===== src/rtl/core/olirs_pkg.sv =====
package olirs_pkg;

    localparam int CapacityDef  = 256;
    localparam int ElemWidthDef = 32;

    localparam logic [1:0] OpInsert = 2'd0;
    localparam logic [1:0] OpRemove = 2'd1;
    localparam logic [1:0] OpFind   = 2'd2;
    localparam logic [1:0] OpClear  = 2'd3;

    localparam logic [1:0] StOk       = 2'd0;
    localparam logic [1:0] StFull     = 2'd1;
    localparam logic [1:0] StRange    = 2'd2;
    localparam logic [1:0] StNotFound = 2'd3;

    typedef struct packed {
        logic [1:0]  opcode;
        logic [7:0]  position;
        logic [31:0] value;
    } t_in_item;

    typedef struct packed {
        logic [1:0] status;
        logic [7:0] found_position;
        logic [8:0] entry_count;
    } t_out_item;

    typedef struct packed {
        logic ins;
        logic rem;
    } t_cell_ctrl;

endpackage


===== src/rtl/core/olirs_find_tree.sv =====
module olirs_find_tree #(
    parameter int CAPACITY = olirs_pkg::CapacityDef,
    parameter int IW       = $clog2(olirs_pkg::CapacityDef)
) (
    input  logic                i_clk,
    input  logic [CAPACITY-1:0] i_match,
    output logic                o_found,
    output logic [IW-1:0]       o_idx
);

    localparam int P = 1 << IW;

    logic          r_found [1:2*P-1];
    logic [IW-1:0] r_idx   [1:2*P-1];

    always_ff @(posedge i_clk) begin
        for (int i = 0; i < P; i++) begin
            if (i < CAPACITY) begin
                r_found[P+i] <= i_match[i];
            end else begin
                r_found[P+i] <= 1'b0;
            end
            r_idx[P+i] <= IW'(i);
        end
        for (int n = 1; n < P; n++) begin
            r_found[n] <= r_found[2*n] | r_found[2*n+1];
            r_idx[n]   <= r_found[2*n] ? r_idx[2*n] : r_idx[2*n+1];
        end
    end

    assign o_found = r_found[1];
    assign o_idx   = r_idx[1];

endmodule


===== config.mk =====
export PLATFORM = sky130hd
export DESIGN_NAME = olirs_find_tree
export DESIGN_NICKNAME = d
export VERILOG_FILES = /design/src/rtl/core/olirs_pkg.sv /design/src/rtl/core/olirs_find_tree.sv
export SDC_FILE = /design/constraint.sdc
export NUM_CORES = 1
export LEC_CHECK = 0
export ABC_AREA = 1
export BUFFER_PORTS_ARGS = -buffer_cell sky130_fd_sc_hd__buf_2
export CORE_ASPECT_RATIO = 0.8
export CORE_MARGIN = 1
export CORE_UTILIZATION = 45
export DETAILED_ROUTE_END_ITERATION = 8
export PLACE_DENSITY = 0.68
export SKIP_LAST_GASP = 1
export SLEW_MARGIN = 10
export SYNTH_ARGS = -nofsm -noshare
export SYNTH_HDL_FRONTEND = slang
export SYNTH_MEMORY_MAX_BITS = 65536
export SYNTH_SLANG_ARGS = --single-unit

===== constraint.sdc =====
create_clock -name i_clk -period 1.23 [get_ports i_clk]
set_clock_uncertainty 0.15 [all_clocks]
set_input_delay 0.1845 -clock i_clk [delete_from_list [all_inputs] [get_ports i_clk]]
set_output_delay 0.1845 -clock i_clk [all_outputs]
set_load 0.005 [all_outputs]

* After elaboration in Yosys (flattened, before gate mapping)
Memory sizes are Yosys's and may differ from the RTL's.
Cells that the tools add are included.
** Word-level totals
- Output and inout bits :: 9
- Input port bits :: 257
- Bits in registers :: 0
- Logic and storage cells :: 512
- Memory bits (writable) :: 4599
- Memories :: 2
** Operators by class
- Bitwise operators :: 255
- Muxes and demuxes :: 255
** Memories
- r_idx :: depth 511, width 8, rd ports 511, clocked after Yosys merged registers in 0, wr ports 511, RTL line olirs_find_tree.sv:14 : logic [IW-1:0] r_idx [1:2*P-1];
- r_found :: depth 511, width 1, rd ports 511, clocked after Yosys merged registers in 0, wr ports 511, RTL line olirs_find_tree.sv:13 : logic r_found [1:2*P-1];
** Operators by type and width (count)
- two-way mux 8 bit :: 255
- bitwise OR 1 bit :: 255

* Longest topological paths before layout
Gate-level depths: netlist (run 1).
- Depth after elaboration :: 1
- Depth in mapped cells :: 4
- Gate-level depth less buffers :: 3

* Worst setup path after synthesis (run 1)
Ideal clock, no wire load.
- Path kind :: register -> register
- Start :: register, netlist name r_found[1][0]
- End :: register, netlist name r_found[0][1]
- Cell stages (with the launch flop) :: 3
- Clock period less this slack :: 887 ps
- Setup slack :: 343 ps
- Data required time :: 960 ps
- Data arrival time :: 617 ps
- Library setup time :: 120 ps
- Buffers on the path :: 1
- Cells stage by stage :: dfxtp_1 buf_6 or2_1

==> flow_summary.yaml, run 1 <==
logic_synthesis:
  synth_top_area_cell: "dfxtp_1"
  yosysSeqAreaShare_pct: 78.9
  yosys.area.top_type_share_pct: 78.9
  synth_warnings: 0
  synthCells: 2275
  yosysUniqueCellTypes: 9
  synth_area_leaders: "dfxtp_1 79%, nand2_1 11%, or2_2 6.0%"
  synth_fp_nets: 2532
  synth.avg_cell_area_um2: 11.3
  netlist_area_um2: 25700
  ys_seq_elements: 1013
worst_setup_path:
  ff2ff_setup_slack_ns: 0.20
  cp_slowest_cell: "dfxtp_1"
  required_ns: 0.90
  crit_buf_inv: 1
  cp_cell_sequence: "buf_2"
  start_kind: "flop"
  end_kind: "output port"
  cp_num_cells: 1
  crit_fanout: 1
  cpPeakStageDelay_ns: 0.31
  setup.worst_path.class: "flop to output port"
  cp.arrival_ns: 1.05
  critPathTopFamily: "flip-flops"
  reg2regPathDepth: 3
layout:
  drive_above_1_share_pct: 22.5
  utilization_pct: 60.0
  fillCellCount: 4244
  instances_no_fill: 3704
  final_area_um2: 33500
  syn2layout_area_growth_pct: 30.5
  final_nets: 3143
route:
  vias: 15100
  post_drt_wl_per_cell_um: 12.4
  routed_via_density: 4.08
  ant_nets: 0
  drc: 0
  wirelength_um: 45800
  drtPass1Iterations: 4
  drtIter0Drc: 504
global_routing:
  grt_max_degree: 18
  grt_usage_pct: 16.1
  grt_pass1_wl_um: 74800
  first_global_vias: 16100
  antenna_found_initial: 4
  grt_overflow: 0
clock_network:
  cts_tree: "built"
  insertion_delay_ns: 0.62
  cts_root_buf: "clkbuf_16"
  numCtsBuffers: 87
  clkTransAtPathRegs_ns: 0.06
  cts_max_path_buffers: 3
  cts_setup_buffers: 0
  cts.sinks: 1013
  htreeDepth: 3
floorplan:
  io_pins: 266
  die_h_um: 216
  start_util_pct: 46.0
  rows: 77
  dieArea_um2: 58100
  die_x_um: 269
  core_um2: 55900
timing:
  worst_pin_slew_ns: 0.338
  slew_viol_final: 0
  final_hold_viol_count: 0
  grt_setup_unrepaired: "yes"
  setup_viol: 9
  final.min_clock_period_ns: 1.38
  setup_ws_ns: -0.150
  holdWs_ns: 0.0436
  slew_headroom_pct: 77.4
  max_freq_mhz: 725
  period_share_pct: 112
job:
  maxCapViolations: 0
power_and_ir_drop:
  switchingPower_mw: 12.8
  leakage_nw: 16.4
  internal-power_mw: 51.8
  clkPwrFrac_pct: 42.5
  switching_share_pct: 19.8
  combPwrFrac_pct: 3.2
  power.density_nw_per_um2: 1920
  p_seq_share_pct: 54.2
  fin_total_pwr_mw: 64.5
  ir_worst_vdd_mv: 1.19
placed_design:
  port_buffers: 265
  dp_cells: 3279
  place.gp.congestion: 0.805
  placed_area_um2: 27900
  dp_hpwl_um: 26800
worst_hold_path:
  min_path_type: "input port to flop"
  hold_path_depth: 2
status:
  violations: "negative setup slack"
  status: "complete, but fails checks"
cell usage after synthesis:
library cell / n
dfxtp_1: 1013
nand2_1: 741
inv_1: 248
or2_2: 248
buf_4: 8
or2_1: 7
inv_2: 6
buf_6: 3
inv_4: 1
final cells by class:
type | instances | area, um^2 | area share, %
repair buffers | 533 | 4060 | 12.1
clock buffers | 119 | 2470 | 7.36
diodes | 4 | 10.0 | 0.0298
well taps | 750 | 938 | 2.80
flip-flops and latches | 1013 | 20300 | 60.5
multi-input cells | 996 | 4380 | 13.0
clock inverters | 34 | 440 | 1.31
inverters | 255 | 960 | 2.86
power groups by stage:
stage / clock network, mW / registers [mW] / logic, mW
2_1_floorplan: 0 / 35.5 / 0.745
3_3_place_gp: 0 / 35.7 / 1.32
3_5_place_dp: 0 / 35.7 / 1.36
4_1_cts: 28.0 / 35.0 / 2.03
5_1_grt: 29.6 / 35.1 / 2.33
6_report: 27.5 / 35.0 / 2.07
through the flow:
stage          setup slack [ns]  TNS (ns)
3_5_place_dp              0.182         0
3_3_place_gp              0.232         0
4_1_cts                  -0.203     -1.75
5_1_grt                  -0.204     -1.75
6_report                 -0.150     -1.28
2_1_floorplan             0.343         0
final timing paths:
check / start / to
min reg2reg: r_found[152][0]$_DFF_P_ / r_idx[38][0]$_DFF_P_
max: r_idx[0][8]$_DFF_P_ / o_idx[0]
min: i_match[139] / r_found[197][1]$_DFF_P_
max reg2reg: r_found[3][0]$_DFF_P_ / r_idx[0][24]$_DFF_P_
routing by layer:
metal	global-route usage (%)	part of all wire, %	vias up
li1	-	-	7895
met1	17.4	41	6819
met2	29.2	50	281
met3	3.52	3.9	127
met4	9.09	4.5	0
met5	0	0	-
sequential cells by signal (all words and copies together), names as in the netlist:
register	cells
r_found	511
r_idx	502
timing repair:
action	4_1_cts	5_1_grt
gates resized for setup	6	9
hold buffers	268	0
setup endpoints to repair	9	9
hold endpoints to repair	256	0
gates cloned	0	0
cells by family after synthesis:
family	share of synthesized area, %
buffers and inverters	4.10
DFF	78.9
and+or+nand+nor	17.0
layout by cell type, fill, tap and decap left out, drive strengths merged:
cell / synthesis / layout
bufinv: 0 / 9
clkbuf: 0 / 119
inv: 255 / 259
dlygate4sd3: 0 / 268
clkinv: 0 / 19
or2: 255 / 255
diode: 0 / 4
clkinvlp: 0 / 2
dfxtp: 1013 / 1013
nand2: 741 / 741
buf: 11 / 265
(Power assumes the default switching activity.)
==> inputs of run 2 (changes only) <==
Settings changed: CORE_ASPECT_RATIO 0.8 to 1.75.
==> run 2 against run 1 <==
The run still ends with negative setup slack left; sequential cell count is the same; global-route usage increased by 0.73 points; via count rose by 2.5%; worst setup slack got worse by 0.020 ns; non-clock buffer count is 61 higher; critical path type unchanged.
==> flow_summary.yaml, run 2 (synthesis results as in run 1) <==
route:
  drtIter0Drc: 445
  highest_layer: "met5"
  wl_met1_um: 16800
  wirelength_um: 47500
  wl_met3_um: 1970
  drc: 0
  ant_nets: 0
  post_drt_wl_per_cell_um: 12.6
  wl_met2_um: 26800
  drtPass1Iterations: 4
  routed_via_density: 4.12
  vias: 15500
status:
  status: "complete, but fails checks"
  violations: "negative setup slack"
layout:
  register_area_um2: 20300
  reg.largest.list: "r_found: 511 flops, r_idx: 502 flops"
  fillCellCount: 4189
  largest_reg_flops: 511
  syn2layout_area_growth_pct: 32.5
  drive_above_1_share_pct: 22.1
  regMostFlops: "r_found"
  layout_common_cells: "1,009 x dfxtp_1, 741 x nand2_1, 329 x dlygate4sd3_1"
  final_common_cell: "dfxtp_1"
  multi_input_area_um2: 4380
  final_nets: 3200
timing:
  period_share_pct: 114
  worst_pin_slew_ns: 0.326
  final_hold_viol_count: 0
  grt_setup_unrepaired: "yes"
  final.min_clock_period_ns: 1.40
  setup_viol: 9
  max_freq_mhz: 714
  setup_ws_ns: -0.170
  slew_headroom_pct: 78.2
  slew_viol_final: 0
power_and_ir_drop:
  ir_worst_vdd_mv: 1.43
  leakage_nw: 16.6
  fin_total_pwr_mw: 64.3
  power.density_nw_per_um2: 1890
global_routing:
  first_global_vias: 16900
  grt_pass1_wl_um: 76700
  antenna_found_initial: 2
  grt_usage_pct: 16.8
  grt_max_degree: 18
  grt_overflow: 0
placed_design:
  port_buffers: 265
  post-place-ws_ns: 0.219
  place.gp.congestion: 0.762
  dp_hpwl_um: 26500
worst_setup_path:
  crit_fanout: 1
  critPathTopFamily: "flip-flops"
  cp_cell_sequence: "buf_2"
  cp_slowest_cell: "dfxtp_1"
  reg2regPathDepth: 3
  start_kind: "flop"
  setup.worst_path.class: "flop to output port"
  crit_buf_inv: 1
  required_ns: 0.90
  cp.arrival_ns: 1.07
  cpPeakStageDelay_ns: 0.32
  end_kind: "output port"
  cp_num_cells: 1
clock_network:
  cts_max_path_buffers: 3
  htreeDepth: 3
  cts_tree: "built"
  cts_root_buf: "clkbuf_16"
  cts.sinks: 1013
  numCtsBuffers: 83
  insertion_delay_ns: 0.64
  clkTransAtPathRegs_ns: 0.07
floorplan:
  dieArea_um2: 58100
  core_um2: 56300
  die_h_um: 318
  start_util_pct: 45.7
  die_x_um: 183
  rows: 115
  io_pins: 266
job:
  maxCapViolations: 0
worst_hold_path:
  hold_path_depth: 2
  min_path_type: "input port to flop"
-- run 2: changes by cell type in the layout (fill, tap and decap cells not counted), moves of 2 or more --
cell	change
buf_2	+5
buf_6	-5
clkbuf_1	-9
clkbuf_16	-5
clkinv_2	-5
clkinv_4	+2
clkinvlp_4	+6
dfxtp_1	+3
dfxtp_2	-3
diode_2	-3
dlygate4sd3_1	+61
inv_6	+3
-- run 2: stage by stage --
step	hold WS [ns]	cells	utilization, %	instance area [um^2]	TNS (ns)
2_1_floorplan	0.0622	2275	-	25700	0
5_1_grt	0.00296	3766	60.5	34100	-1.95
3_3_place_gp	0.136	3289	49.6	27900	0
4_1_cts	0.0000793	3764	60.5	34000	-1.82
3_5_place_dp	0.138	3289	49.6	27900	0
6_report	0.0326	3766	60.5	34100	-1.47
-- run 2: worst paths after layout --
| kind | to | slack, ns | from |
|---|---|---|---|
| max reg2reg | r_idx[0][27]$_DFF_P_ | 0.20 | r_found[3][0]$_DFF_P_ |
| min | r_found[188][1]$_DFF_P_ | 0.03 | i_match[121] |
| min reg2reg | r_idx[60][16]$_DFF_P_ | 0.21 | r_found[242][0]$_DFF_P_ |
| max | o_idx[3] | -0.17 | r_idx[0][11]$_DFF_P_ |
-- run 2: area by class of cell --
class	count	share of cell area [%]
flip-flops and latches	1013	59.6
repair buffers	594	13.6
multi-input cells	996	12.9
clock buffers	105	6.79
inverters	255	2.82
well taps	760	2.79
clock inverters	42	1.56
diodes	1	0.00735
-- run 2: worst reg2reg max path: stages (launching register included) --
cell and delay (ns):
dfxtp_1 0.51, inv_2 0.12, nand2_1 0.08, nand2_1 0.05
-- run 2: metal layers --
| metal | track usage (%) | vias up |
|---|---|---|
| li1 | - | 8003 |
| met4 | 9.09 | 2 |
| met2 | 34.1 | 344 |
| met3 | 3.58 | 141 |
| met5 | 0 | - |
| met1 | 14.9 | 7012 |
-- run 2: power by group --
group	internal, mW	total, mW	switching [mW]
combinational	1.42	2.23	0.812
sequential	34.4	35.0	0.569
clock	15.4	27.1	11.7
-- run 2: repair_timing --
| action | CTS | global route |
|---|---|---|
| hold endpoints to repair | 256 | 1 |
| resized for setup | 2 | 5 |
| buffers inserted | 0 | 0 |
| hold buffers | 328 | 1 |
| setup endpoints to repair | 9 | 9 |
