<file path="config.mk">
export PLATFORM = sky130hd
export DESIGN_NAME = olirs_cell
export DESIGN_NICKNAME = d
export VERILOG_FILES = /design/src/rtl/core/olirs_pkg.sv /design/src/rtl/core/olirs_cell.sv
export SDC_FILE = /design/constraint.sdc
export NUM_CORES = 1
export LEC_CHECK = 0
export BUFFER_PORTS_ARGS = -buffer_cell sky130_fd_sc_hd__buf_2
export CAP_MARGIN = 5
export CORE_ASPECT_RATIO = 0.75
export CORE_MARGIN = 1.5
export CORE_UTILIZATION = 41
export DETAILED_ROUTE_END_ITERATION = 10
export GPL_TIMING_DRIVEN = 0
export PLACE_DENSITY = 0.83
export SYNTH_ARGS = -nofsm -noshare
export SYNTH_HDL_FRONTEND = slang
export SYNTH_SLANG_ARGS = --single-unit
</file>
<file path="constraint.sdc">
create_clock -name i_clk -period 4.05 [get_ports i_clk]
set_clock_uncertainty 0.2 [all_clocks]
set_input_delay 0.405 -clock i_clk [delete_from_list [all_inputs] [get_ports i_clk]]
set_output_delay 0.405 -clock i_clk [all_outputs]
set_load 0.005 [all_outputs]
</file>
<file path="src/rtl/core/olirs_pkg.sv">
package olirs_pkg;

    localparam int CapacityDef  = 256;
    localparam int ElemWidthDef = 32;

    localparam logic [1:0] OpInsert = 2'd0;
    localparam logic [1:0] OpRemove = 2'd1;
    localparam logic [1:0] OpFind   = 2'd2;
    localparam logic [1:0] OpClear  = 2'd3;

    localparam logic [1:0] StOk       = 2'd0;
    localparam logic [1:0] StFull     = 2'd1;
    localparam logic [1:0] StRange    = 2'd2;
    localparam logic [1:0] StNotFound = 2'd3;

    typedef struct packed {
        logic [1:0]  opcode;
        logic [7:0]  position;
        logic [31:0] value;
    } t_in_item;

    typedef struct packed {
        logic [1:0] status;
        logic [7:0] found_position;
        logic [8:0] entry_count;
    } t_out_item;

    typedef struct packed {
        logic ins;
        logic rem;
    } t_cell_ctrl;

endpackage

</file>
<file path="src/rtl/core/olirs_cell.sv">
module olirs_cell #(
    parameter int IDX = 0,
    parameter int EW  = olirs_pkg::ElemWidthDef,
    parameter int PW  = 9
) (
    input  logic                   i_clk,
    input  olirs_pkg::t_cell_ctrl  i_ctrl,
    input  logic [PW-1:0]          i_pos,
    input  logic [EW-1:0]          i_val,
    input  logic [EW-1:0]          i_left,
    input  logic [EW-1:0]          i_right,
    output logic [EW-1:0]          o_data,
    output logic                   o_hit
);

    localparam logic [PW-1:0] MyIdx = PW'(IDX);

    logic [EW-1:0] r_data;
    logic [EW-1:0] n_data;

    always_comb begin
        n_data = r_data;
        if (i_ctrl.ins) begin
            if (MyIdx == i_pos) begin
                n_data = i_val;
            end else if (MyIdx > i_pos) begin
                n_data = i_left;
            end
        end else if (i_ctrl.rem) begin
            if (MyIdx >= i_pos) begin
                n_data = i_right;
            end
        end
    end

    always_ff @(posedge i_clk) begin
        r_data <= n_data;
    end

    assign o_data = r_data;
    assign o_hit  = (r_data == i_val);

endmodule

</file>
# Yosys cells after proc, flatten, opt, wreduce, memory -nomap -nowiden
# Cells that the tools add are included.
[totals] register_bits=32 input_bits=108 word_cells=14
[classes] magnitude_cmp=2 eq_ne=2 mux=5 n_reduce_logical=4
[op_table] cell="two-way mux 32 bit" n=5
[op_table] cell="== test 32 bit" n=1
[op_table] cell=">= comparator 1 x 9 -> 1 bit (first input constant)" n=1
[op_table] cell="> comparator 1 x 9 -> 1 bit (first input constant)" n=1
[op_table] cell="zero test 9 bit" n=1
[op_table] cell="nonzero test 2 bit" n=2
[op_table] cell="!= test 3 x 1 -> 1 bit (second input constant)" n=1
[op_table] cell="AND reduction 3 bit" n=1

# Depth between registers and ports, before layout
# Gate-level depths: netlist of the first run.
[depth] ltp_word=4 mapped_depth=6 ltp_nobuf=4

# Least setup slack after synthesis of the first run
# No wires, ideal clock.
[synth_path] path_kind="input to register" from="input port i_pos[5]" to="register r_data[0], in the netlist o_data[0] (enable)" setup_time_ns=0.421 arrival_time_ns=2.481 slack_ns=0.948 cell_stages=4 n_path_buf=1 path_cell_list="nor4_2 -> nand3_1 -> clkbuf_1 -> nor2_1"
[synth_via] elab_chain_len=3
[synth_rtl] element="from (decl)" line_no="olirs_cell.sv:8" source="input logic [PW-1:0] i_pos,"
[synth_rtl] element="> comparator 1 x 9 -> 1 bit (tied with other cells)" line_no="olirs_cell.sv:26" source="end else if (MyIdx > i_pos) begin"
[synth_rtl] element="!= test 3 x 1 -> 1 bit (no source line) / nonzero test 2 bit (equally long branches)"
[synth_rtl] element="AND reduction 3 bit (no source line) *"
[synth_rtl] element="to (signal assigned)" line_no="olirs_cell.sv:37" source="r_data <= n_data;"
[synth_rtl] element="to (decl)" line_no="olirs_cell.sv:18" source="logic [EW-1:0] r_data;"
# Every way passes the cells marked *; elsewhere a longest branch is shown, timed or not.
# A chain may end at the register's enable or synchronous reset.

# Final worst setup path of the first run
[layout_path] from="input port i_pos[5]" to="register r_data[11], in the netlist o_data[11] (enable)"
# Same word-level chain as after synthesis.

==> impl_metrics.py, run 1 <==
metrics = {
    "clock_tree": {
        "cts.sinks": 32,
        "postCtsHoldBufs": 0,
        "cts_htree_levels": 2,
        "tritoncts": "built",
        "cts_buffers": 5,
        "clkTransAtPathRegs_ns": 0.07,
        "post_cts_resized": 0,
        "cts_setup_buffers": 0,
        "cts_buffer_depth": 2,
        "cts-root-buf": "clkbuf_8",
    },
    "sta": {
        "hold_ws_ns": 0.260,
        "tightest_slew_ns": 0.906,
        "slew_violations": 0,
        "max_freq_mhz": 399,
        "min_period_ns": 2.50,
        "setup_violations": 0,
        "slew_headroom_pct": 39.4,
        "final-hold-violation-count": 0,
        "fin_ws_ns": 1.55,
        "rsz0062_at_grt": "false",
        "fin_crit_sh_pct": 61.8,
    },
    "drt": {
        "drt_pre_antenna_iters": 4,
        "vias_per_cell": 5.16,
        "wirelength_mm": 6.43,
        "ant_nets": 0,
        "vias": 2207,
        "drc": 0,
        "wire_per_inst_um": 15.0,
        "drt_iter0_drc": 102,
    },
    "placement": {
        "place_congestion": 0.835,
        "post_dp_cell_area_mm2": 0.00277,
        "numPortBuffers": 139,
        "dp_worst_setup_slack_ns": 1.22,
        "dp_hpwl_mm": 5.01,
    },
    "yosys": {
        "synth.distinct_cells": 14,
        "ys_seq_area_share_pct": 48.1,
        "synth_common_cells": "nand2_1, nor2_1, a31oi_1, edfxtp_1, xor2_1",
        "synth-seq-cells": 32,
        "post-synth-top-count-cell": "nand2_1",
        "ys_warn_count": 0,
        "yosys_most_used_dff": "edfxtp_1",
        "synth_area_leaders": "edfxtp_1, xor2_1, nand2_1, a31oi_1, nor2_1",
        "synth_edf_count": 32,
        "syn_nets": 332,
        "synth.avg_cell_area_um2": 8.92,
        "synth_area_mm2": 0.00200,
        "synth_top_cell_by_area": "edfxtp_1",
        "yosysTopAreaCellShare_pct": 48.1,
        "async_flop_share_pct": 0,
        "syn_inst": 224,
    },
    "final_layout": {
        "fin_util_pct": 62.4,
        "n_fill_cell": 410,
        "n_antenna_cell": 0,
        "design_area_mm2": 0.00285,
        "layout-drive-gt1-share_pct": 40.4,
        "largest_reg_flops": 32,
        "areaGrowthSynthToFinish_pct": 42.8,
        "layout.nets": 478,
    },
    "global_routing": {
        "grt_pass1_vias": 2129,
        "grt_pass1_wl_mm": 10.1,
        "antenna_found_initial": 0,
        "track_usage_pct": 24.7,
        "grt_max_degree": 33,
        "grt_overflow": 0,
    },
    "die": {
        "fp.coreArea_mm2": 0.00457,
        "initial_utilization_pct": 43.7,
        "die-area_mm2": 0.00531,
        "dieHeight_um": 63.5,
        "rows": 21,
        "pin_count": 141,
        "die_w_um": 83.6,
    },
    "power": {
        "ir_drop_v": 0.000161,
        "powerDensity_mw_per_mm2": 255,
        "total_power_uw": 726,
        "p_leak_uw": 0.00133,
    },
    "worst_setup_path": {
        "crit_path_cell_trace": "buf_2 > nor4_2 > nand3_1 > clkbuf_1 > nor2_4",
        "cp-start-kind": "input pin",
        "worst_path_max_delay_cell": "nor2_4",
        "cp-end-kind": "flip-flop",
        "worst-endpoint-arrival_ns": 2.21,
        "criticalPathCategory": "input pin to flip-flop",
        "crit_fanout": 32,
        "required_ns": 3.76,
        "critical-path-max-stage-delay_ns": 0.77,
    },
    "status": {
        "status": "complete, no violations",
    },
    "run": {
        "drv_cap": 0,
    },
    "worst_hold_path": {
        "hold_class": "input pin to flip-flop",
    },
}
## where the power goes
part           total (uW)  switching [uW]  internal, uW  leakage, uW
Combinational         121            59.6          61.5     0.000996
Sequential            368           0.357           367     0.000298
Clock                 237             118           120    0.0000399
Total                 726             178           548      0.00133
## worst paths after layout
check	startpoint	end	cells past startpoint
worst max-delay path	i_pos[5]	o_data[11]	5
worst min-delay path	i_right[9]	o_data[9]	3
## cells by family after synthesis
kind of cell | after synthesis | share of synthesized area [%]
AOI/OAI and AO/OA | 32 | 10.0
xor gates and xnor gates | 32 | 14.0
buffers and inverters | 14 | 4.51
DFF | 32 | 48.1
and+or+nand+nor | 114 | 23.4
## metal layers
| metal | vias up | part of all wire, % | GRT usage (%) |
|---|---|---|---|
| li1 | 1072 | - | - |
| met5 | - | 0 | 0 |
| met4 | 0 | 1.3 | 7.99 |
| met1 | 1016 | 44 | 32.8 |
| met2 | 112 | 45 | 40.2 |
| met3 | 7 | 9.1 | 5.90 |
## stage by stage
step / cells / setup TNS, ns
6_report: 428 / 0
5_1_grt: 428 / 0
4_1_cts: 428 / 0
3_5_place_dp: 420 / 0
3_3_place_gp: 420 / -1.50
2_1_floorplan: 224 / 0
## layout make-up
cell class / count / area [um2] / area share, %
clock buffers: 7 / 76.3 / 2.68
well taps: 57 / 71.3 / 2.50
plain buffers: 14 / 90.1 / 3.16
clock inverters: 1 / 3.75 / 0.132
flip-flops and latches: 32 / 961 / 33.7
multi-input cells: 178 / 955 / 33.5
repair buffers: 139 / 696 / 24.4
## worst max-delay path, delay by kind of cell
family | cells | cell delay [ns]
buf+inv | 2 | 0.43
simple gates | 3 | 1.35
## layout by cell type (no fill, tap or decap), types with 2 or more instances in the layout
cell type    n
a31oi_1     32
buf_2      139
buf_8        3
clkbuf_1    12
clkbuf_8     5
edfxtp_1    32
nand2_1     64
nand4_1      2
nor2_1      35
nor4_1       8
xor2_1      32
Power figures use the tool's default switching activity.
==> inputs of run 2 (changes only) <==
--- a/config.mk
+++ b/config.mk
@@ -9,10 +9,10 @@
 export CAP_MARGIN = 5
 export CORE_ASPECT_RATIO = 0.75
 export CORE_MARGIN = 1.5
-export CORE_UTILIZATION = 41
+export CORE_UTILIZATION = 37
 export DETAILED_ROUTE_END_ITERATION = 10
 export GPL_TIMING_DRIVEN = 0
-export PLACE_DENSITY = 0.83
+export PLACE_DENSITY = 0.79
 export SYNTH_ARGS = -nofsm -noshare
 export SYNTH_HDL_FRONTEND = slang
 export SYNTH_SLANG_ARGS = --single-unit
==> constraint.sdc (replaced) <==
create_clock -name i_clk -period 2.1 [get_ports i_clk]
set_clock_uncertainty 0.2 [all_clocks]
set_input_delay 0.21 -clock i_clk [delete_from_list [all_inputs] [get_ports i_clk]]
set_output_delay 0.21 -clock i_clk [all_outputs]
set_load 0.005 [all_outputs]
==> run 2 against run 1 <==
  * Sequential power grew 93%
  * Combinational power grew 94%
  * Sequential share of layout area shrank 0.92 points
  * Routed wire length grew 1.7%
  * Clock power grew 90%
  * First-iteration DRC count grew 87%
  * Final cell count grew 4.0%
  * Worst hold slack lost 0.18 ns
  * Cell area grew 2.8%
==> impl_metrics.py, run 2 (same netlist as run 1, synthesis figures left out) <==
metrics = {
    "status": {
        "status": "complete, no violations",
    },
    "clock_tree": {
        "postCtsHoldBufs": 0,
        "cts-root-buf": "clkbuf_8",
        "cts_buffers": 5,
        "cts_buffer_depth": 2,
        "tritoncts": "built",
        "clkTransAtPathRegs_ns": 0.07,
        "cts_htree_levels": 2,
        "cts.sinks": 32,
    },
    "die": {
        "fp.coreArea_mm2": 0.00504,
        "die_w_um": 87.9,
        "dieHeight_um": 66.6,
        "rows": 22,
        "die-area_mm2": 0.00585,
        "pin_count": 141,
        "initial_utilization_pct": 39.7,
    },
    "sta": {
        "tightest_slew_ns": 0.652,
        "final-hold-violation-count": 0,
        "slew_violations": 0,
        "max_freq_mhz": 495,
        "min_period_ns": 2.02,
        "slew_headroom_pct": 56.6,
        "rsz0062_at_grt": "true",
        "fin_crit_sh_pct": 96.1,
        "setup_violations": 0,
    },
    "drt": {
        "drt_iter0_drc": 191,
        "drc": 0,
        "ant_nets": 0,
        "wire_per_inst_um": 14.7,
        "vias_per_cell": 4.92,
        "vias": 2189,
        "wirelength_mm": 6.54,
        "drt_pre_antenna_iters": 4,
    },
    "worst_setup_path": {
        "criticalPathCategory": "flip-flop to output port",
        "required_ns": 1.69,
        "cp-end-kind": "output port",
        "crit_fanout": 2,
        "worst-endpoint-arrival_ns": 1.61,
        "cp-start-kind": "flip-flop",
        "cp-startpoint": "o_data[11]",
    },
    "power": {
        "pwr-share-seq_pct": 50.9,
        "power.internal_uw": 1050,
        "p_clk_share_pct": 32.3,
        "powerDensity_mw_per_mm2": 475,
        "ir_drop_v": 0.000285,
        "total_power_uw": 1390,
        "combPwrFrac_pct": 16.8,
        "p_leak_uw": 0.00135,
        "switching_share_pct": 24.5,
        "p_switching_uw": 341,
    },
    "run": {
        "drv_cap": 0,
    },
    "worst_hold_path": {
        "hold_class": "input pin to flip-flop",
        "hp-start": "i_right[11]",
    },
    "global_routing": {
        "grt_pass1_wl_mm": 9.52,
        "grt_max_degree": 17,
        "grt_pass1_vias": 2031,
        "track_usage_pct": 22.4,
        "grt_overflow": 0,
        "antenna_found_initial": 0,
    },
    "final_layout": {
        "layout-drive-gt1-share_pct": 41.8,
        "most-common-layout-cells": "buf_2, nand2_1, nor2_1",
        "n_antenna_cell": 0,
        "design_area_mm2": 0.00293,
        "layout.nets": 481,
        "mostFrequentLayoutCell": "buf_2",
        "areaGrowthSynthToFinish_pct": 46.8,
        "largest_reg_flops": 32,
    },
    "placement": {
        "post_dp_cell_area_mm2": 0.00279,
        "dp_hpwl_mm": 4.99,
        "numPortBuffers": 139,
        "place_congestion": 0.781,
    },
}
[run 2: cell types whose count changed in the layout (fill, tap and decap cells not counted)]
cell | before | now
nor4_1 | 8 | 6
clkinv_1 | 1 | 0
nor4_2 | 1 | 3
clkinv_2 | 0 | 1
clkbuf_1 | 12 | 11
nor2_4 | 1 | 2
buf_12 | 0 | 2
[run 2: stage by stage]
stage	TNS [ns]	utilization (%)	cells	setup slack (ns)	hold WS [ns]
finish	0	58.2	445	0.0809	0.0785
global route	-0.0510	58.2	445	-0.0510	0.0663
CTS	0	57.2	443	0.00730	0.0693
detailed placement	-18.24	55.4	435	-0.571	0.355
global placement	-17.70	55.4	435	-0.554	0.347
floorplan	0	-	224	0.0509	0.259
[run 2: layer usage]
metal  track usage [%]  vias up  routed length, um
li1                  -     1079                  -
met1              28.6      991               2940
met2              37.7      113               2970
met3              5.33        6                586
met4              6.15        0                 36
met5                 0        -                  0
[run 2: cell type report]
type                            instances  area (um2)
Tap cell                               72        90.1
Fill cell                             470        2100
Sequential cell                        32         961
Clock inverter                          1        5.00
Clock buffer                            6        72.6
Multi-Input combinational cell        179         978
Timing Repair Buffer                  141         736
Buffer                                 14        90.1
[run 2: final timing paths]
path / to / slack (ns) / cells after the start
setup / recovery: o_hit / 0.08 / 5
hold / removal: o_data[11] / 0.08 / 3
[run 2: power by group through the flow]
stage | Clock, uW | Combinational [uW] | Sequential [uW]
floorplan | 0 | 92.4 | 723
global placement | 0 | 226 | 723
detailed placement | 0 | 230 | 723
CTS | 453 | 233 | 709
global route | 491 | 260 | 709
finish | 451 | 235 | 709
[run 2: critical path: stages, from the launching register on]
cell and delay (ns):
edfxtp_1 0.41, xor2_1 0.17, nor4_2 0.32, nand4_1 0.17, nor2_1 0.14, buf_2 0.13
[run 2: timing repair]
| item | in CTS | in global routing |
|---|---|---|
| buffers inserted | 0 | 2 |
| endpoints found under the setup margin | 32 | 33 |
| resized for setup | 1 | 2 |
| gates cloned | 1 | 0 |
| pin swaps | 1 | 4 |
